File: src/rtl/core/olst_pkg.sv
// Shared types and constants for the ordered list store.
// Used by the channel interfaces, the cell, the controller and the top level.
// No dependencies.
`default_nettype none

package olst_pkg;

  localparam int unsigned DATA_W  = 32;
  localparam int unsigned MODE_W  = 3;
  localparam int unsigned POS_W   = 8;
  localparam int unsigned STAT_W  = 2;
  localparam int unsigned TOTAL_W = 9;

  localparam logic [DATA_W-1:0] READ_PAST_END = '1;

  typedef enum logic [MODE_W-1:0] {
    MODE_APPEND   = 3'd0,
    MODE_POP      = 3'd1,
    MODE_RM_FIRST = 3'd2,
    MODE_RM_ALL   = 3'd3,
    MODE_SEARCH   = 3'd4,
    MODE_READ     = 3'd5
  } mode_e;

  typedef enum logic [STAT_W-1:0] {
    ST_OK    = 2'd0,
    ST_EMPTY = 2'd1,
    ST_FULL  = 2'd2
  } status_e;

  typedef struct packed {
    logic              shift;
    logic              wr_en;
    logic [DATA_W-1:0] wr_data;
  } cell_ctl_t;

endpackage

`default_nettype wire

File: src/rtl/core/olst_cell.sv
// One storage cell of the list chain: loads from the write bus or its right neighbor.
// Depends on olst_pkg for the cell control struct.
`default_nettype none

module olst_cell (
  input  wire logic                         clk_i,
  input  wire olst_pkg::cell_ctl_t          ctl_i,
  input  wire logic                         sel_i,
  input  wire logic [olst_pkg::DATA_W-1:0]  next_i,
  output logic      [olst_pkg::DATA_W-1:0]  data_o
);
  import olst_pkg::*;

  logic [DATA_W-1:0] data_q;

  always_ff @(posedge clk_i) begin
    if (ctl_i.wr_en && sel_i) begin
      data_q <= ctl_i.wr_data;
    end else if (ctl_i.shift) begin
      data_q <= next_i;
    end
  end

  assign data_o = data_q;

endmodule

`default_nettype wire

File: config.mk
export PLATFORM = sky130hd
export DESIGN_NAME = olst_cell
export DESIGN_NICKNAME = d
export VERILOG_FILES = /design/src/rtl/core/olst_pkg.sv /design/src/rtl/core/olst_cell.sv
export SDC_FILE = /design/constraint.sdc
export NUM_CORES = 1
export LEC_CHECK = 0
export ABC_AREA = 1
export BUFFER_PORTS_ARGS = -buffer_cell sky130_fd_sc_hd__buf_2
export CORE_MARGIN = 5
export CORE_UTILIZATION = 35
export CTS_CLUSTER_DIAMETER = 100
export DETAILED_ROUTE_END_ITERATION = 8
export PLACE_DENSITY = 0.75
export SLEW_MARGIN = 20
export SYNTH_ARGS = -nofsm -noshare
export SYNTH_HDL_FRONTEND = slang
export SYNTH_SLANG_ARGS = --single-unit
export TNS_END_PERCENT = 30
File: constraint.sdc
create_clock -name clk_i -period 2.5 [get_ports clk_i]
set_clock_uncertainty 0.2 [all_clocks]
set_input_delay 0.25 -clock clk_i [delete_from_list [all_inputs] [get_ports clk_i]]
set_output_delay 0.25 -clock clk_i [all_outputs]
set_load 0.05 [all_outputs]
==> out/summary.txt <==
run status: completed
Hold Path Origin: next_i[15]
period utilization: 0.533
routed length per placed instance: 12.5 microns
area leader, netlist: edfxtp_1
Crit path buffers/inverters: 1
largest family of logic cells by synthesized area: simple AND/OR/NAND/NOR gates
share of cells above drive strength 1: 0.570
peak supply drop: 0.276 mV
die width: 77.4 microns
Util after Layout: 0.486
DR pass1 iterations: 5
area fraction of the dominant cell type after synthesis: 0.605
pwr dens: 691 mW/mm^2
Critical Path AT: 0.88 ns
First DRT Iteration DRCs: 45
# hold bufs at CTS: 0
Syn Inst Count: 142
grt total ovfl: 0
count of cell types in the netlist: 9
post-route ant nets: 0
I/O Buffers: 99
crit path launch type: flip-flop
Post-CTS Setup Bufs: 0
Slowest cell on crit path: edfxtp_1
RSZ-0062 raised after global routing: no
register area share after synthesis: 0.605
Crit Path Max Fanout: 1
total core area: 0.00438 sq mm
total inserted antenna cells: 0
#FFs+latches synth: 32
final setup violation count: 0
Gate power share: 0.292
FF/Latch Area: 961 sq um
Fillers: 433
internal power: 0.966 mW
Critical Setup Path Class: reg2out
HPWL Detailed: 2.80 mm
path type of the worst min-delay path: in2reg
row count: 24
Max transition margin: 0.785
hold violation count in the final report: 0
Syn-to-layout area delta: 34.2%
Num CTS Buffers: 5
Die Y: 77.4 microns
max_cap viols: 0
Synth Area per Inst: 11.2 sq um
Max Fclk: 750 MHz
post-CTS sizing: 0
LEAKAGE: 1.06 nW
max reg flops: 32
max incr delay on CP: 0.38 ns
post-synthesis compound-gate area fraction: 0
Starting Density: 0.362
XOR/XNOR Fraction of Synth Area: 0
vias in the first global route: 1360
worst-margin pin slew: 0.323 ns
pin count of the biggest net entering global routing: 34
Total GRT Usage: 0.127
nets@finish: 309
post-synthesis simple-gate area fraction: 0.313
Clock Pin Slew Worst Setup and Hold Paths: 0.06 ns
sum of negative setup slack: 0 ns
CTS Sinks: 32
Total Wirelength: 3.68 mm
Via density: 4.53
# IOs: 100
crit-path cells: buf_2
crit path launch: data_o[6]
Reg power frac: 0.460
die area: 0.00599 sq mm
clock share of power: 0.248
area of the multi-input gates: 497 sq um
first-pass GRT wire length: 6.05 mm
fin. max-slew vios: 0
initial antenna violation count: 0
post-synthesis instance area: 0.00159 sq mm
post-synth net total: 210
Worst Setup End Kind: output port
DRC violations left: 0
multiplexer share of the synthesized area: 0
H-tree lvl count: 2
sw power: 0.507 mW
TritonCTS clock tree: built
Root Buffer: clkbuf_8
Warnings, synthesis: 0
Via Count: 1333
Critical Path RT: 2.05 ns
adder-cell share of the synthesized area: 0
Area contributors post-synth: edfxtp_1 (60%), nand2_2 (11%), nand3_1 (10%), nand2_1 (8.5%), buf_12 (3.8%)
maximum buffer depth of the clock tree: 2
switching share of total power: 0.344
placer congestion estimate: 0.683
min Tclk post-route: 1.33 ns
family with the most delay on the worst path: flip-flops
## area by class of cell
cell class	instances	share of cell area
tap	52	0.0305
multi-input combinational	98	0.233
inverter	1	0.00176
clock buffer	7	0.0358
sequential	32	0.451
timing repair buffer	103	0.246
clock inverter	1	0.00176
## power groups by stage
stage / Sequential, mW / Clock (mW) / Combinational, mW
floorplan: 0.914 / 0 / 0.0973
global placement: 0.687 / 0 / 0.431
detailed placement: 0.689 / 0 / 0.435
CTS: 0.678 / 0.376 / 0.435
global route: 0.684 / 0.403 / 0.458
finish: 0.677 / 0.365 / 0.430
## logic make-up after synthesis
kind of cell / after synthesis
buf+inv: 12
flops: 32
simple gates: 98
## layout by cell type, fill, tap and decap left out
cell type	instances
buf_2	99
buf_4	4
clkbuf_1	2
clkbuf_8	5
clkinv_1	1
edfxtp_1	32
inv_1	1
nand2_1	36
nand2_2	29
nand2_8	1
nand3_1	32
## path summary, 6_finish.rpt
path    endpoint  slack (ns)  cells after the start
min   data_o[15]        0.04                      3
max    data_o[6]        1.17                      1
## Yosys cell counts, drive strengths merged
| library cell | count |
|---|---|
| inv | 1 |
| edfxtp | 32 |
| nand2 | 66 |
| buf | 11 |
| nand3 | 32 |
## per-layer routing
layer | vias up | wire [microns] | track usage
met3 | 7 | 451 | 0.0683
met1 | 581 | 1410 | 0.141
met2 | 69 | 1750 | 0.205
met4 | 0 | 70 | 0.0481
met5 | - | 0 | 0
li1 | 676 | - | -
## through the flow
stage | worst slack, ns | hold WS [ns] | instances | cell area (sq um) | total power [mW]
3_3_place_gp | 0.980 | 0.322 | 286 | 2050 | 1.12
4_1_cts | 1.16 | 0.0329 | 294 | 2130 | 1.49
3_5_place_dp | 0.954 | 0.323 | 286 | 2050 | 1.12
2_1_floorplan | 0.628 | 0.223 | 142 | 1590 | 1.01
5_1_grt | 1.12 | 0.0342 | 294 | 2130 | 1.55
6_report | 1.17 | 0.0396 | 294 | 2130 | 1.47
(Power assumes the default switching activity.)
