<file path="config.mk">
export PLATFORM = sky130hd
export DESIGN_NAME = olst_ctrl_flat
export DESIGN_NICKNAME = d
export VERILOG_FILES = /design/src/rtl/core/olst_pkg.sv /design/src/rtl/core/olst_cmd_if.sv /design/src/rtl/core/olst_rsp_if.sv /design/src/rtl/core/olst_ctrl.sv /design/src/flat_wrapper.sv
export SDC_FILE = /design/constraint.sdc
export NUM_CORES = 1
export LEC_CHECK = 0
export BUFFER_PORTS_ARGS = -buffer_cell sky130_fd_sc_hd__buf_2
export CAP_MARGIN = 20
export CORE_ASPECT_RATIO = 2
export CORE_MARGIN = 1
export CORE_UTILIZATION = 49
export CTS_BUF_LIST = sky130_fd_sc_hd__clkbuf_8 sky130_fd_sc_hd__clkbuf_16
export CTS_CLUSTER_SIZE = 16
export DETAILED_ROUTE_END_ITERATION = 12
export GPL_ROUTABILITY_DRIVEN = 0
export PLACE_DENSITY = 0.74
export SLEW_MARGIN = 20
export SYNTH_ARGS = -nofsm -noshare
export SYNTH_HDL_FRONTEND = slang
export SYNTH_SLANG_ARGS = --single-unit
export TNS_END_PERCENT = 10
</file>
<file path="constraint.sdc">
create_clock -name clk_i -period 9.6 [get_ports clk_i]
set_input_delay 1.44 -clock clk_i [delete_from_list [all_inputs] [get_ports clk_i]]
set_output_delay 1.44 -clock clk_i [all_outputs]
set_load 0.01 [all_outputs]
</file>
<file path="src/rtl/core/olst_pkg.sv">
// Shared types and constants for the ordered list store.
// Used by the channel interfaces, the cell, the controller and the top level.
// No dependencies.
`default_nettype none

package olst_pkg;

  localparam int unsigned DATA_W  = 32;
  localparam int unsigned MODE_W  = 3;
  localparam int unsigned POS_W   = 8;
  localparam int unsigned STAT_W  = 2;
  localparam int unsigned TOTAL_W = 9;

  localparam logic [DATA_W-1:0] READ_PAST_END = '1;

  typedef enum logic [MODE_W-1:0] {
    MODE_APPEND   = 3'd0,
    MODE_POP      = 3'd1,
    MODE_RM_FIRST = 3'd2,
    MODE_RM_ALL   = 3'd3,
    MODE_SEARCH   = 3'd4,
    MODE_READ     = 3'd5
  } mode_e;

  typedef enum logic [STAT_W-1:0] {
    ST_OK    = 2'd0,
    ST_EMPTY = 2'd1,
    ST_FULL  = 2'd2
  } status_e;

  typedef struct packed {
    logic              shift;
    logic              wr_en;
    logic [DATA_W-1:0] wr_data;
  } cell_ctl_t;

endpackage

`default_nettype wire

</file>
<file path="src/rtl/core/olst_cmd_if.sv">
// Command channel of the ordered list store: valid/ready plus command fields.
// Depends on olst_pkg for the field widths.
`default_nettype none

interface olst_cmd_if;
  import olst_pkg::*;

  logic                     valid;
  logic                     ready;
  logic [MODE_W-1:0]        mode;
  logic signed [DATA_W-1:0] value;
  logic [POS_W-1:0]         position;

  modport source (output valid, output mode, output value, output position, input ready);
  modport sink   (input valid, input mode, input value, input position, output ready);
endinterface

`default_nettype wire

</file>
<file path="src/rtl/core/olst_rsp_if.sv">
// Result channel of the ordered list store: valid/ready plus result fields.
// Depends on olst_pkg for the field widths.
`default_nettype none

interface olst_rsp_if;
  import olst_pkg::*;

  logic                     valid;
  logic                     ready;
  logic [STAT_W-1:0]        status;
  logic                     found;
  logic signed [DATA_W-1:0] read_value;
  logic [TOTAL_W-1:0]       element_total;

  modport source (output valid, output status, output found, output read_value,
                  output element_total, input ready);
  modport sink   (input valid, input status, input found, input read_value,
                  input element_total, output ready);
endinterface

`default_nettype wire

</file>
<file path="src/rtl/core/olst_ctrl.sv">
// Command sequencer of the ordered list store: element count, scan walk, result register.
// Depends on olst_pkg and the olst_cmd_if / olst_rsp_if channels.
`default_nettype none

module olst_ctrl #(
  parameter int unsigned CAPACITY = 256
) (
  input  wire logic                                  clk_i,
  input  wire logic                                  rst_ni,
  olst_cmd_if.sink                                   cmd_i,
  olst_rsp_if.source                                 rsp_o,
  input  wire logic [olst_pkg::DATA_W-1:0]           head_i,
  output olst_pkg::cell_ctl_t                        cell_ctl_o,
  output logic [$clog2(CAPACITY)-1:0]                wr_idx_o
);
  import olst_pkg::*;

  localparam int unsigned CW = $clog2(CAPACITY + 1);
  localparam int unsigned AW = $clog2(CAPACITY);
  localparam int unsigned PW = (CW > POS_W) ? CW : POS_W;

  typedef enum logic [1:0] {
    S_IDLE,
    S_SCAN,
    S_FINISH
  } state_e;

  state_e             state_q;
  mode_e              mode_q;
  logic [DATA_W-1:0]  value_q;
  logic [POS_W-1:0]   pos_q;
  logic [CW-1:0]      cnt_q;
  logic [CW-1:0]      n_q;
  logic [CW-1:0]      k_q;
  logic               found_q;
  logic [DATA_W-1:0]  rd_q;
  status_e            status_q;

  logic               rsp_valid_q;
  status_e            rsp_status_q;
  logic               rsp_found_q;
  logic [DATA_W-1:0]  rsp_rd_q;
  logic [TOTAL_W-1:0] rsp_total_q;

  logic          accept;
  mode_e         cmd_mode;
  logic          match;
  logic          drop;
  logic          full;
  logic          pos_in_range;
  logic          load_rsp;
  logic [CW-1:0] cnt_m1;

  assign cmd_i.ready  = (state_q == S_IDLE);
  assign accept       = cmd_i.valid && cmd_i.ready;
  assign cmd_mode     = mode_e'(cmd_i.mode);
  assign match        = (head_i == value_q);
  assign full         = (cnt_q >= CW'(CAPACITY));
  assign cnt_m1       = cnt_q - CW'(1);
  assign pos_in_range = (PW'(cmd_i.position) < PW'(cnt_q));
  assign load_rsp     = (state_q == S_FINISH) && (!rsp_valid_q || rsp_o.ready);
  assign drop         = (state_q == S_SCAN) && match &&
                        ((mode_q == MODE_RM_ALL) || ((mode_q == MODE_RM_FIRST) && !found_q));

  always_comb begin
    cell_ctl_o.shift   = (state_q == S_SCAN);
    cell_ctl_o.wr_en   = 1'b0;
    cell_ctl_o.wr_data = head_i;
    wr_idx_o           = cnt_m1[AW-1:0];
    if (state_q == S_SCAN) begin
      cell_ctl_o.wr_en = !drop;
    end else if (accept && (cmd_mode == MODE_APPEND) && !full) begin
      cell_ctl_o.wr_en   = 1'b1;
      cell_ctl_o.wr_data = cmd_i.value;
      wr_idx_o           = cnt_q[AW-1:0];
    end
  end

  always_ff @(posedge clk_i or negedge rst_ni) begin
    if (!rst_ni) begin
      state_q     <= S_IDLE;
      cnt_q       <= '0;
      rsp_valid_q <= 1'b0;
    end else begin
      if (load_rsp) begin
        rsp_valid_q <= 1'b1;
      end else if (rsp_valid_q && rsp_o.ready) begin
        rsp_valid_q <= 1'b0;
      end
      unique case (state_q)
        S_IDLE: begin
          if (accept) begin
            mode_q   <= cmd_mode;
            value_q  <= cmd_i.value;
            pos_q    <= cmd_i.position;
            n_q      <= cnt_q;
            k_q      <= '0;
            found_q  <= 1'b0;
            rd_q     <= '0;
            status_q <= ST_OK;
            state_q  <= S_FINISH;
            if (cmd_mode == MODE_APPEND) begin
              if (full) begin
                status_q <= ST_FULL;
              end else begin
                cnt_q <= cnt_q + CW'(1);
              end
            end else if (cnt_q == '0) begin
              unique case (cmd_mode)
                MODE_POP, MODE_RM_FIRST, MODE_RM_ALL, MODE_SEARCH, MODE_READ: begin
                  status_q <= ST_EMPTY;
                end
                default: begin
                end
              endcase
            end else begin
              unique case (cmd_mode)
                MODE_POP: begin
                  cnt_q <= cnt_m1;
                end
                MODE_RM_FIRST, MODE_RM_ALL, MODE_SEARCH: begin
                  state_q <= S_SCAN;
                end
                MODE_READ: begin
                  if (pos_in_range) begin
                    state_q <= S_SCAN;
                  end else begin
                    rd_q <= READ_PAST_END;
                  end
                end
                default: begin
                end
              endcase
            end
          end
        end
        S_SCAN: begin
          k_q <= k_q + CW'(1);
          if (drop) begin
            cnt_q <= cnt_m1;
          end
          if (match && (mode_q != MODE_READ)) begin
            found_q <= 1'b1;
          end
          if ((mode_q == MODE_READ) && (PW'(k_q) == PW'(pos_q))) begin
            rd_q <= head_i;
          end
          if (k_q == n_q - CW'(1)) begin
            state_q <= S_FINISH;
          end
        end
        S_FINISH: begin
          if (load_rsp) begin
            rsp_status_q <= status_q;
            rsp_found_q  <= found_q;
            rsp_rd_q     <= rd_q;
            rsp_total_q  <= TOTAL_W'(cnt_q);
            state_q      <= S_IDLE;
          end
        end
        default: begin
          state_q <= S_IDLE;
        end
      endcase
    end
  end

  assign rsp_o.valid         = rsp_valid_q;
  assign rsp_o.status        = rsp_status_q;
  assign rsp_o.found         = rsp_found_q;
  assign rsp_o.read_value    = rsp_rd_q;
  assign rsp_o.element_total = rsp_total_q;

  // The count never passes the capacity of the chain.
  assert property (@(posedge clk_i) disable iff (!rst_ni) cnt_q <= CW'(CAPACITY))
    else $error("element count above capacity");

  // A scan never lengthens the list.
  assert property (@(posedge clk_i) disable iff (!rst_ni)
    (state_q == S_SCAN) |=> (cnt_q <= $past(cnt_q)))
    else $error("element count grew during a scan");

  // A scan never removes more elements than it has walked over.
  assert property (@(posedge clk_i) disable iff (!rst_ni)
    (state_q == S_SCAN) |-> (n_q - cnt_q <= k_q))
    else $error("more elements removed than scanned");

  // A new result is loaded only when leaving the finish step.
  assert property (@(posedge clk_i) disable iff (!rst_ni)
    $rose(rsp_valid_q) |-> ($past(state_q) == S_FINISH))
    else $error("result valid raised outside the finish step");

  // An accepted transaction always leaves the idle state.
  assert property (@(posedge clk_i) disable iff (!rst_ni)
    accept |=> (state_q != S_IDLE))
    else $error("accepted transaction left the sequencer idle");

endmodule

`default_nettype wire

</file>
<file path="src/flat_wrapper.sv">
// flat-port wrapper written by rule: the top's interface ports become plain ports
module olst_ctrl_flat import olst_pkg::*;
#(
  parameter int unsigned CAPACITY = 256
)
  (clk_i, rst_ni, head_i, cell_ctl_o, wr_idx_o, cmd_i_valid, cmd_i_mode, cmd_i_value, cmd_i_position, cmd_i_ready, rsp_o_valid, rsp_o_status, rsp_o_found, rsp_o_read_value, rsp_o_element_total, rsp_o_ready);
  olst_cmd_if cmd_i_i ();
  olst_rsp_if rsp_o_i ();
  input  wire logic clk_i;
  input  wire logic rst_ni;
  input  wire logic [olst_pkg::DATA_W-1:0] head_i;
  output olst_pkg::cell_ctl_t cell_ctl_o;
  output logic [$clog2(CAPACITY)-1:0] wr_idx_o;
  input wire logic [$bits(cmd_i_i.valid)-1:0] cmd_i_valid;
  input wire logic [$bits(cmd_i_i.mode)-1:0] cmd_i_mode;
  input wire logic [$bits(cmd_i_i.value)-1:0] cmd_i_value;
  input wire logic [$bits(cmd_i_i.position)-1:0] cmd_i_position;
  output wire logic [$bits(cmd_i_i.ready)-1:0] cmd_i_ready;
  output wire logic [$bits(rsp_o_i.valid)-1:0] rsp_o_valid;
  output wire logic [$bits(rsp_o_i.status)-1:0] rsp_o_status;
  output wire logic [$bits(rsp_o_i.found)-1:0] rsp_o_found;
  output wire logic [$bits(rsp_o_i.read_value)-1:0] rsp_o_read_value;
  output wire logic [$bits(rsp_o_i.element_total)-1:0] rsp_o_element_total;
  input wire logic [$bits(rsp_o_i.ready)-1:0] rsp_o_ready;
  assign cmd_i_i.valid = cmd_i_valid;
  assign cmd_i_i.mode = cmd_i_mode;
  assign cmd_i_i.value = cmd_i_value;
  assign cmd_i_i.position = cmd_i_position;
  assign cmd_i_ready = cmd_i_i.ready;
  assign rsp_o_valid = rsp_o_i.valid;
  assign rsp_o_status = rsp_o_i.status;
  assign rsp_o_found = rsp_o_i.found;
  assign rsp_o_read_value = rsp_o_i.read_value;
  assign rsp_o_element_total = rsp_o_i.element_total;
  assign rsp_o_i.ready = rsp_o_ready;
  olst_ctrl #(.CAPACITY(CAPACITY)) u_core (.clk_i(clk_i), .rst_ni(rst_ni), .cmd_i(cmd_i_i), .rsp_o(rsp_o_i), .head_i(head_i), .cell_ctl_o(cell_ctl_o), .wr_idx_o(wr_idx_o));
endmodule
</file>
==> results by group, run 1 <==
Yosys
  • Synthesized cell area: 7050 um^2
  • Netlist cell types: 52
  • Seq/Total Area, Yosys: about 64%
  • Number of synthesized register bits: about 150
  • Area share of the largest cell type after synthesis: 59.6%
  • Post-synthesis async set-or-reset flop share: 7.89%
  • Mean post-synth cell area: approximately 13 um^2
  • Mapped Cells: about 560
  • Synth warn: 0
  • Prevailing post-synth register cell: edfxtp_1
  • Top cells by area, synth: edfxtp_1 (60%), xnor2_1 (7.6%), nand2_1 (6.0%), dfrtp_1 (4.3%), a21o_1 (3.5%)
  • EDFF count, synth: 140
  • Yosys top cell by area: edfxtp_1
  • Post-synthesis net count: ~650

Routing
  • Vias/cell: about 5.4
  • Remaining antenna violation count after routing: 0
  • Wire per inst: between 15 and 20 um
  • First DRT Iteration DRCs: approximately 380
  • TritonRoute pass-1 iters: 5
  • Via count: slightly above 5000
  • Post-route DRC: 0
  • Wirelength, routed: between 15000 and 20000 um

Setup path
  • CP Capture Type: output pin
  • Crit path max fanout: 9
  • FF-to-FF End: u_core.rd_q[26]$_DFFE_PP_
  • Worst Reg2Reg Path Length in Cells: 5
  • Launching point of the worst reg2reg path: u_core.k_q[2]$_SDFFCE_PN0P_
  • Worst Path Required: just over 8 ns
  • Reg2reg setup slack: 6.99 ns
  • Startpoint type of the worst setup path: input pin
  • WS Path Type: in -> out
  • Worst EP arrival: ~3.3 ns

Worst hold path
  • Worst Hold Depth: 0
  • Hold crit path type: reg -> reg
  • Worst hold endpoint: u_core.rsp_o.read_value[29]$_DFFE_PP_
  • HP Start: u_core.rd_q[29]$_DFFE_PP_

Clock tree
  • Total CTS buffers: 17
  • TritonCTS clock tree: done
  • Cts-stage hold buffer count: 0
  • Clock sink count: roughly 150
  • Post-CTS Setup Inserts: 0
  • Clock Latency Late Sink: approximately 0.42 ns
  • CTS H-Tree Depth: 4
  • CTS Buffer Depth: 2
  • Post_cts resized: 0
  • Root buf cell: clkbuf_16
  • Worst-path clk slew: ~0.06 ns

Floorplan
  • Total core area: between 10000 and 15000 um^2
  • Num rows: slightly above 60
  • DIE AREA: between 10000 and 15000 um^2
  • Die H: approximately 170 um
  • Die X: 86.8 um
  • Ports: roughly 170
  • Initial Util: approximately half

Global route
  • M2 GR Usage: between 40 and 50%
  • Met1 Usage GRT: 25.7%
  • Total track usage: 25.0%
  • First-pass GRT wire length: between 20000 and 30000 um
  • Largest net degree at the start of global routing: 55
  • Met3 usage: under 10%
  • Initial antenna violation count: 0
  • GR peak layer: met2
  • Grt ovf: 0
  • Vias in the first global route: just over 5000

Timing
  • Final setup viols: 0
  • Unrepaired setup endpoints after global routing: no
  • Setup TNS: 0 ns
  • Post-route clock period utilization: around half
  • Final Max Tran Viols: 0
  • Final Skew: around 0.011 ns
  • FMAX: 213 MHz
  • Minimum clock period: about 4.7 ns
  • Slew margin rel.: between 50% and 60%
  • Final Hold Viols: 0
  • Least-Margin Pin Slew: roughly 0.73 ns

Pwr
  • VDD IR-drop max: about 0.15 mV
  • LEAKAGE: 0.00360 uW
  • Power per cell area: between 200 and 250 nW/um^2

Finish
  • Commonest non-fill, non-tap cell in the layout: buf_2
  • Layout cell share with drive strength beyond 1: between 20% and 30%
  • Most frequent cells in the layout: buf_2 (166), edfxtp_1 (140), nand2_1 (113)
  • ANT cells: 0
  • Layout area overhead: 22.8%
  • Nets: 819
  • Layout Cells excl Fill: about 930

Place
  • Post-Place Cells: about 900
  • Port buffer count: 166
  • Hpwl dp: between 10000 and 15000 um

Flow run
  • Max_cap viols: 0

Status
  • Status: finished clean
[synthesized netlist by cell type, drive strengths merged (3+ instances only)]
master / n
edfxtp: 140
nand2: 114
xnor2: 61
a21o: 34
nand4: 19
nor2: 17
inv: 13
nand3: 13
nor3: 13
dfrtp: 12
ha: 12
a21oi: 11
buf: 11
clkbuf: 9
nor4: 8
nor2b: 7
xor2: 7
a31oi: 6
o21ai: 6
and2: 4
and3: 4
nand2b: 4
nor3b: 4
or3: 4
or2: 3
[routing by layer]
metal  up-vias  part of all wire (%)
li1       2350                     -
met1      2433                    34
met5         -                     0
met2       216                    57
met3        46                   5.2
met4         0                   3.6
[registers in the layout, summed over array words and instances (netlist names)]
name / count
u_core.cnt_q: 9
u_core.k_q: 9
u_core.rsp_o.read_value: 32
u_core.n_q: 9
u_core.value_q: 32
u_core.status_q: 2
u_core.state_q: 2
u_core.rsp_o.valid: 1
u_core.pos_q: 8
u_core.rsp_o.status: 2
u_core.found_q: 1
u_core.rsp_o.found: 1
u_core.rsp_o.element_total: 9
u_core.rd_q: 32
u_core.mode_q: 3
[where the power goes]
| part | internal, uW | switching (uW) |
|---|---|---|
| Clock | 340 | 289 |
| Sequential | 878 | 99.3 |
| Combinational | 218 | 329 |
| Total | 1440 | 718 |
[layout make-up]
class	instances	area, um^2
clock buffer	17	425
fill	1097	5310
inverter	14	52.6
clock inverter	14	126
tap	189	236
sequential	152	4500
multi-input combinational	371	2420
timing repair buffer	172	896
[kinds of logic (layout without fill, tap and decap cells)]
family                   count (synthesis)  count (layout)  share of synthesized area, %
adder cells (fa/ha/maj)                 12              12                          2.13
AO/OA/AOI/OAI                           68              68                          7.19
multiplexers                             2               2                         0.284
flip-flops                             152             152                          63.9
buffers and inverters                   34             217                          2.09
AND/OR/NAND/NOR                        221             221                          16.0
XOR/XNOR                                68              68                          8.45
[per-stage QoR]
stage | utilization (%) | setup slack [ns] | hold slack (ns) | total power [uW] | cell area, um^2
after floorplan | - | 5.46 | 0.400 | 1320 | 7050
after global placement | 57.8 | 4.87 | 0.400 | 1500 | 8080
after detailed placement | 57.8 | 4.87 | 0.406 | 1530 | 8080
after CTS | 61.8 | 4.88 | 0.420 | 2150 | 8630
after global routing | 62.0 | 4.86 | 0.424 | 2250 | 8660
final | 62.0 | 4.90 | 0.420 | 2150 | 8660
[worst max-delay path by stage]
stage	start	end	cells after the start
after floorplan	cmd_i_mode[0]	wr_idx_o[1]	6
after global placement	head_i[8]	cell_ctl_o[32]	7
after detailed placement	head_i[8]	cell_ctl_o[32]	7
after CTS	head_i[8]	cell_ctl_o[32]	7
after global routing	cmd_i_mode[0]	wr_idx_o[7]	8
final	head_i[8]	cell_ctl_o[32]	7
[worst max-delay path, cell delays in order]
cell and delay, ns:
buf_2 0.12, xnor2_1 0.35, nand4_1 0.21, nor4_4 0.42, a31oi_4 0.22, or2_2 0.34, buf_2 0.15
No activity file was read; power rests on OpenSTA's default activity.
==> inputs of run 2 (changes only) <==
==> constraint.sdc (replaced) <==
create_clock -name clk_i -period 4.5 [get_ports clk_i]
set_input_delay 0.675 -clock clk_i [delete_from_list [all_inputs] [get_ports clk_i]]
set_output_delay 0.675 -clock clk_i [all_outputs]
set_load 0.01 [all_outputs]
==> run 2 against run 1 <==
Critical path depth unchanged. Wire length decreased by 0.68%. First-iteration DRC count down 1.6%. Flip-flop and latch count is the same. Sequential share of layout area down 0.25 points. Total power increased by 120%. Critical endpoint is now wr_idx_o[7].
==> results by group, run 2 (synthesis results as in run 1) <==
Global route
  • Largest net degree at the start of global routing: 45 (was 55)
  • Vias in the first global route: 5097 (was 5131)
  • Total track usage: 24.5% (was 25.0%)
  • Grt ovf: 0 (unchanged)
  • Initial antenna violation count: 0 (unchanged)
  • First-pass GRT wire length: 26400 um (was 27000 um)

Finish
  • Commonest non-fill, non-tap cell in the layout: buf_2 (unchanged)
  • Final instance area: 8700 um^2 (was 8660 um^2)
  • Nets: 819 (unchanged)
  • ANT cells: 0 (unchanged)
  • Layout cell share with drive strength beyond 1: 29.8% (was 29.9%)
  • Most frequent cells in the layout: buf_2 (166), edfxtp_1 (140), nand2_1 (113) (unchanged)
  • Layout area overhead: 23.4% (was 22.8%)

Setup path
  • Startpoint type of the worst setup path: flip-flop (was input pin)
  • CP peak stage delay: 0.46 ns (was 0.42 ns)
  • WS Path Type: reg -> out (was in -> out)
  • CP bufs+invs: 2 (unchanged)
  • Crit-path cells: or2b_4 -> nand2_2 -> or3_1 -> buf_4 -> nand3_1 -> xnor2_1 -> buf_2 (was buf_2 -> xnor2_1 -> nand4_1 -> nor4_4 -> a31oi_4 -> or2_2 -> buf_2)
  • FF-to-FF End: u_core.rd_q[1]$_DFFE_PP_ (was u_core.rd_q[26]$_DFFE_PP_)
  • Critical-path top delay cell: dfrtp_1 (was nor4_4)
  • Delay-heaviest family, CP: simple AND/OR/NAND/NOR gates (unchanged)
  • Reg2reg setup slack: 1.88 ns (was 6.99 ns)
  • Critical Path Stages: 7 (unchanged)
  • Worst EP arrival: 2.62 ns (was 3.26 ns)
  • Crit. Startpoint: u_core.state_q[0]$_DFFE_PN0P_ (was head_i[8])
  • Worst Reg2Reg Path Length in Cells: 5 (unchanged)
  • Crit path max fanout: 38 (was 9)
  • Launching point of the worst reg2reg path: u_core.k_q[2]$_SDFFCE_PN0P_ (unchanged)
  • CP Capture Type: output pin (unchanged)
  • Setup crit end: wr_idx_o[7] (was cell_ctl_o[32])
  • Worst Path Required: 3.83 ns (was 8.16 ns)

Place
  • Port buffer count: 166 (unchanged)
  • Hpwl dp: 13000 um (was 12900 um)
  • Placed cell areas: 8080 um^2 (unchanged)

Status
  • Status: finished clean (unchanged)

Routing
  • Via count: 5052 (was 5045)
  • Wirelength, routed: 17400 um (was 17500 um)
  • Post-route DRC: 0 (unchanged)
  • Vias/cell: 5.43 (about the same)
  • Wire per inst: 18.7 um (was 18.9 um)
  • TritonRoute pass-1 iters: 5 (unchanged)
  • First DRT Iteration DRCs: 370 (was 376)
  • Remaining antenna violation count after routing: 0 (unchanged)

Timing
  • Unrepaired setup endpoints after global routing: no (unchanged)
  • Setup TNS: 0 ns (unchanged)
  • Least-Margin Pin Slew: 0.746 ns (was 0.728 ns)
  • Final Skew: 0.00947 ns (was 0.0112 ns)
  • FMAX: around 300 MHz
  • Minimum clock period: around 3.3 ns
  • Final setup viols: 0 (unchanged)
  • Final Max Tran Viols: 0 (unchanged)
  • Final Hold Viols: 0 (unchanged)
  • Post-route clock period utilization: 73.2%
  • Slew margin rel.: 50.3% (was 51.4%)

Clock tree
  • TritonCTS clock tree: done (unchanged)
  • Worst-path clk slew: 0.06 ns (about the same)
  • CTS Buffer Depth: 2 (unchanged)
  • Post_cts resized: 0 (unchanged)
  • Root buf cell: clkbuf_16 (unchanged)
  • Post-CTS Setup Inserts: 0 (unchanged)
  • Total CTS buffers: 17 (unchanged)
  • Clock sink count: 152 (unchanged)
  • CTS H-Tree Depth: 4 (unchanged)
  • Clock Latency Late Sink: 0.43 ns (was 0.42 ns)
  • Cts-stage hold buffer count: 0 (unchanged)

Flow run
  • Max_cap viols: 0 (unchanged)

Pwr
  • VDD IR-drop max: 0.300 mV (was 0.148 mV)
  • Power per cell area: 541 nW/um^2 (was 249 nW/um^2)
  • LEAKAGE: 0.00362 uW (was 0.00360 uW)
  • Total power: 4710 uW (was 2150 uW)

Floorplan
  • Die X: 86.8 um (unchanged)
  • Initial Util: 50.5% (unchanged)
  • Ports: 167 (unchanged)
  • Num rows: 61 (unchanged)
  • Die H: 172 um (unchanged)
  • Total core area: 14000 um^2 (unchanged)
  • DIE AREA: 14900 um^2 (unchanged)

Worst hold path
  • Hold crit path type: in -> async (was reg -> reg)
-- run 2: how the worst min path moves through the flow --
stage | start | to | slack [ns] | cells past startpoint
floorplan | rst_ni | u_core.cnt_q[0]$_DFFE_PN0P_ | 0.38 | 0
global placement | u_core.rd_q[19]$_DFFE_PP_ | u_core.rsp_o.read_value[19]$_DFFE_PP_ | 0.40 | 0
detailed placement | u_core.rd_q[17]$_DFFE_PP_ | u_core.rsp_o.read_value[17]$_DFFE_PP_ | 0.41 | 0
CTS | rst_ni | u_core.state_q[0]$_DFFE_PN0P_ | 0.14 | 1
global route | rst_ni | u_core.cnt_q[3]$_DFFE_PN0P_ | 0.16 | 1
finish | rst_ni | u_core.cnt_q[3]$_DFFE_PN0P_ | 0.14 | 1
-- run 2: area by class of cell --
class                           count  area [um^2]
Clock buffer                       17          425
Clock inverter                     15          180
Fill cell                        1106         5270
Inverter                           14         52.6
Multi-Input combinational cell    371         2420
Sequential cell                   152         4500
Tap cell                          189          236
Timing Repair Buffer              172          883
-- run 2: report_power, final --
part | switching (uW) | internal, uW
logic | 700 | 458
registers | 211 | 1870
clock network | 628 | 841
-- run 2: routing by layer --
metal	wire [um]	track usage (%)	vias to the layer above
met5	0	0	-
met4	817	13.8	0
met3	921	4.80	53
met2	9860	45.8	237
met1	5830	24.7	2412
li1	-	-	2350
-- run 2: metrics by stage --
step / instances / utilization [%] / hold slack (ns) / setup slack, ns
4_1_cts: 929 / 62.2 / 0.142 / 1.24
3_3_place_gp: 897 / 57.8 / 0.403 / 1.30
3_5_place_dp: 897 / 57.8 / 0.406 / 1.31
2_1_floorplan: 557 / - / 0.379 / 1.18
5_1_grt: 930 / 62.3 / 0.164 / 1.09
6_report: 930 / 62.3 / 0.143 / 1.21
-- run 2: worst reg2reg max path, delay by kind of cell, from the launching register on --
kind | cells | cell delay [ns]
AOI/OAI and AO/OA | 1 | 0.59
xor gates and xnor gates | 1 | 0.23
buffers and inverters | 1 | 0.26
DFF | 1 | 0.56
and+or+nand+nor | 2 | 0.68
==> inputs of run 3 (changes only) <==
--- a/config.mk
+++ b/config.mk
@@ -5,6 +5,7 @@
 export SDC_FILE = /design/constraint.sdc
 export NUM_CORES = 1
 export LEC_CHECK = 0
+export ABC_AREA = 1
 export BUFFER_PORTS_ARGS = -buffer_cell sky130_fd_sc_hd__buf_2
 export CAP_MARGIN = 20
 export CORE_ASPECT_RATIO = 2
==> constraint.sdc (replaced) <==
create_clock -name clk_i -period 3.25 [get_ports clk_i]
set_input_delay 0.4875 -clock clk_i [delete_from_list [all_inputs] [get_ports clk_i]]
set_output_delay 0.4875 -clock clk_i [all_outputs]
set_load 0.01 [all_outputs]
==> run 3 against run 2 <==
Sequential share of layout area fell by 1.8 points. Flip-flop and latch count did not move. Utilization rose by 0.20 points. Wire length rose by 1.3%. Global-route usage fell by 0.56 points. Final cell count rose by 22%. Synthesized cell count rose by 33%. Worst setup slack got worse by 0.76 ns. First-iteration DRC count fell by 45%. Clock skew rose by 0.0016 ns. Highest routed layer is now met5.
==> results by group, run 3 <==
Status
  • Status: finished clean (unchanged)

Worst hold path
  • Worst hold endpoint: u_core.mode_q[0]$_DFFE_PP_
  • HP Start: cmd_i_mode[0]
  • Hold crit path type: in -> reg (was in -> async)
  • Worst Hold Depth: 1

Setup path
  • CP Capture Type: output pin (unchanged)
  • Startpoint type of the worst setup path: flip-flop (unchanged)
  • FF-to-FF End: u_core.rd_q[6]$_DFFE_PP_ (was u_core.rd_q[1]$_DFFE_PP_)
  • Worst EP arrival: 2.32 ns (was 2.62 ns)
  • Reg2reg setup slack: 0.88 ns (was 1.88 ns)
  • WS Path Type: reg -> out (unchanged)
  • CP peak stage delay: 0.50 ns (was 0.46 ns)
  • Worst Path Required: 2.76 ns (was 3.83 ns)
  • Critical-path top delay cell: dfrtp_1 (unchanged)
  • Launching point of the worst reg2reg path: u_core.cnt_q[4]$_DFFE_PN0P_ (was u_core.k_q[2]$_SDFFCE_PN0P_)
  • Worst Reg2Reg Path Length in Cells: 11 (was 5)
  • Crit path max fanout: 37 (was 38)
  • Crit-path cells: nor2_4 -> nand2_2 -> nor3_4 -> buf_4 -> nand2_1 -> o21ai_0 -> buf_2 (was or2b_4 -> nand2_2 -> or3_1 -> buf_4 -> nand3_1 -> xnor2_1 -> buf_2)

Clock tree
  • CTS H-Tree Depth: 4 (unchanged)
  • Root buf cell: clkbuf_16 (unchanged)
  • Post-CTS Setup Inserts: 0 (unchanged)
  • Total CTS buffers: 17 (unchanged)
  • Worst-path clk slew: 0.06 ns (about the same)
  • CTS Buffer Depth: 2 (unchanged)
  • Post_cts resized: 0 (unchanged)
  • Clock sink count: 152 (unchanged)
  • Clock Latency Late Sink: 0.43 ns (about the same)
  • TritonCTS clock tree: done (unchanged)

Timing
  • Post-route clock period utilization: between 80% and 90%
  • Final setup viols: 0 (unchanged)
  • Final Skew: 0.0111 ns (was 0.00947 ns)
  • Least-Margin Pin Slew: 0.531 ns (was 0.746 ns)
  • Minimum clock period: between 2 and 3 ns
  • Unrepaired setup endpoints after global routing: no (unchanged)
  • Final Max Tran Viols: 0 (unchanged)
  • Final Hold Viols: 0 (unchanged)
  • FMAX: 357 MHz
  • Slew margin rel.: 64.6% (was 50.3%)

Yosys
  • Prevailing post-synth register cell: edfxtp_1 (unchanged)
  • Mapped Cells: 740 (was 557)
  • Netlist cell types: 35 (was 52)
  • Number of synthesized register bits: 152 (unchanged)
  • Commonest cells post-synth: nand2_1 (252), edfxtp_1 (140), inv_1 (76), nor2_1 (50), o21ai_0 (49) (was edfxtp_1 (140), nand2_1 (113), xnor2_1 (61), a21o_1 (33), nand4_1 (18))
  • Area share of the largest cell type after synthesis: 57.7% (was 59.6%)
  • Seq/Total Area, Yosys: 61.8% (was 63.9%)
  • Post-synthesis net count: 831 (was 648)
  • Mean post-synth cell area: 9.85 um^2 (was 12.7 um^2)
  • Yosys top cell by area: edfxtp_1 (unchanged)
  • Count leader, synth: nand2_1 (was edfxtp_1)
  • Synthesized cell area: 7290 um^2 (was 7050 um^2)
  • Synth warn: 0 (unchanged)
  • EDFF count, synth: 140 (unchanged)
  • Post-synthesis async set-or-reset flop share: 7.89% (unchanged)
  • Top cells by area, synth: edfxtp_1 (58%), nand2_1 (13%), dfrtp_1 (4.1%), inv_1 (3.9%), o21ai_0 (3.4%) (was edfxtp_1 (60%), xnor2_1 (7.6%), nand2_1 (6.0%), dfrtp_1 (4.3%), a21o_1 (3.5%))

Finish
  • Layout cell share with drive strength beyond 1: 24.2% (was 29.8%)
  • # fillers: 1225 (was 1106)
  • Util after Layout: 62.5% (was 62.3%)
  • Most frequent cells in the layout: nand2_1 (252), buf_2 (166), edfxtp_1 (140) (was buf_2 (166), edfxtp_1 (140), nand2_1 (113))
  • Commonest non-fill, non-tap cell in the layout: nand2_1 (was buf_2)
  • Layout area overhead: 23.7% (was 23.4%)
  • Nets: 1016 (was 819)

Global route
  • Vias in the first global route: 5320 (was 5097)
  • Grt ovf: 0 (unchanged)
  • Total track usage: 24.0% (was 24.5%)
  • First-pass GRT wire length: 26700 um (was 26400 um)
  • Largest net degree at the start of global routing: 39 (was 45)
  • Initial antenna violation count: 3 (was 0)

Floorplan
  • Initial Util: 50.5% (about the same)
  • Total core area: 14400 um^2 (was 14000 um^2)
  • Die X: 88.2 um (was 86.8 um)
  • Die H: 174 um (was 172 um)
  • Num rows: 62 (was 61)
  • Ports: 167 (unchanged)
  • DIE AREA: 15400 um^2 (was 14900 um^2)

Routing
  • Remaining antenna violation count after routing: 0 (unchanged)
  • Via count: 5662 (was 5052)
  • Vias/cell: 5.01 (was 5.43)
  • Post-route DRC: 0 (unchanged)
  • First DRT Iteration DRCs: 203 (was 370)
  • Wire per inst: 15.6 um (was 18.7 um)
  • TritonRoute pass-1 iters: 5 (unchanged)
  • Wirelength, routed: 17600 um (was 17400 um)

Pwr
  • Power per cell area: 754 nW/um^2 (was 541 nW/um^2)
  • Total power: 6790 uW (was 4710 uW)
  • LEAKAGE: 0.00401 uW (was 0.00362 uW)
  • VDD IR-drop max: 0.478 mV (was 0.300 mV)

Place
  • Hpwl dp: 13500 um (was 13000 um)
  • Port buffer count: 166 (unchanged)

Flow run
  • Max_cap viols: 0 (unchanged)
[run 3: cell types whose count changed in the layout (fill, tap and decap cells not counted), sizes merged, moves of 19 or more]
cell | before | now
nand2 | 114 | 255
inv | 22 | 82
o21ai | 6 | 55
nor2 | 17 | 54
xnor2 | 61 | 25
a21o | 34 | 0
nand3 | 13 | 32
[run 3: how the worst max path moves through the flow]
stage	start	cells after the start	end	slack, ns
finish	u_core.state_q[0]$_DFFE_PN0P_	7	cell_ctl_o[5]	0.45
global route	u_core.state_q[0]$_DFFE_PN0P_	7	cell_ctl_o[7]	0.26
CTS	u_core.state_q[0]$_DFFE_PN0P_	7	cell_ctl_o[25]	0.43
detailed placement	cmd_i_mode[1]	8	cell_ctl_o[25]	0.72
global placement	cmd_i_mode[1]	8	cell_ctl_o[7]	0.79
floorplan	u_core.state_q[0]$_DFFE_PN0P_	7	u_core.rd_q[0]$_DFFE_PP_	-0.26
[run 3: power by group]
group          total, uW  internal, uW  switching [uW]
sequential          2870          2650             216
combinational       2060           707            1360
clock               1870          1110             751
total               6790          4470            2320
[run 3: cell families (layout without fill, tap and decap cells)]
group / count (synthesis) / count (layout) / synth area share, %
AND/OR/NAND/NOR: 362 / 362 / 20.4
XOR/XNOR: 41 / 41 / 4.93
buffers and inverters: 98 / 295 / 5.29
other: 0 / 2 / 0
AO/OA/AOI/OAI: 75 / 75 / 5.51
flip-flops: 152 / 152 / 61.8
adder cells (fa/ha/maj): 12 / 12 / 2.06
[run 3: cell type report]
type / instances / area, um^2 / area share (%)
clock buffers: 17 / 425 / 4.72
inverters: 81 / 304 / 3.37
repair buffers: 183 / 973 / 10.8
diodes: 2 / 5.00 / 0.0555
multi-input cells: 490 / 2430 / 26.9
well taps: 192 / 240 / 2.66
flip-flops and latches: 152 / 4500 / 50.0
clock inverters: 14 / 134 / 1.49
[run 3: routing by layer]
metal  track usage [%]  vias up  share of wire (%)
met5                 0        -              0.074
met4              11.9        2                3.8
met3              5.32       45                4.5
met2              45.1      197                 57
met1              23.3     2599                 35
li1                  -     2819                  -
[run 3: worst max-delay path: cells and delay by family (launching register included)]
kind / cells / cell delay, ns
AND/OR/NAND/NOR: 4 / 0.75
buffers and inverters: 2 / 0.54
flip-flops: 1 / 0.50
AO/OA/AOI/OAI: 1 / 0.08
[run 3: what timing repair did]
item	in CTS	in global routing
endpoints found under the hold margin	12	0
endpoints found under the setup margin	0	0
hold buffers	1	0
[run 3: per-stage QoR]
| step | hold WS [ns] | instances | worst slack, ns | setup TNS (ns) | instance area (um^2) |
|---|---|---|---|---|---|
| floorplan | 0.192 | 740 | -0.262 | -22.10 | 7290 |
| global placement | 0.401 | 1097 | 0.789 | 0 | 8440 |
| detailed placement | 0.404 | 1097 | 0.724 | 0 | 8440 |
| CTS | 0.242 | 1129 | 0.430 | 0 | 9010 |
| global route | 0.235 | 1130 | 0.260 | 0 | 9010 |
| finish | 0.253 | 1131 | 0.446 | 0 | 9010 |
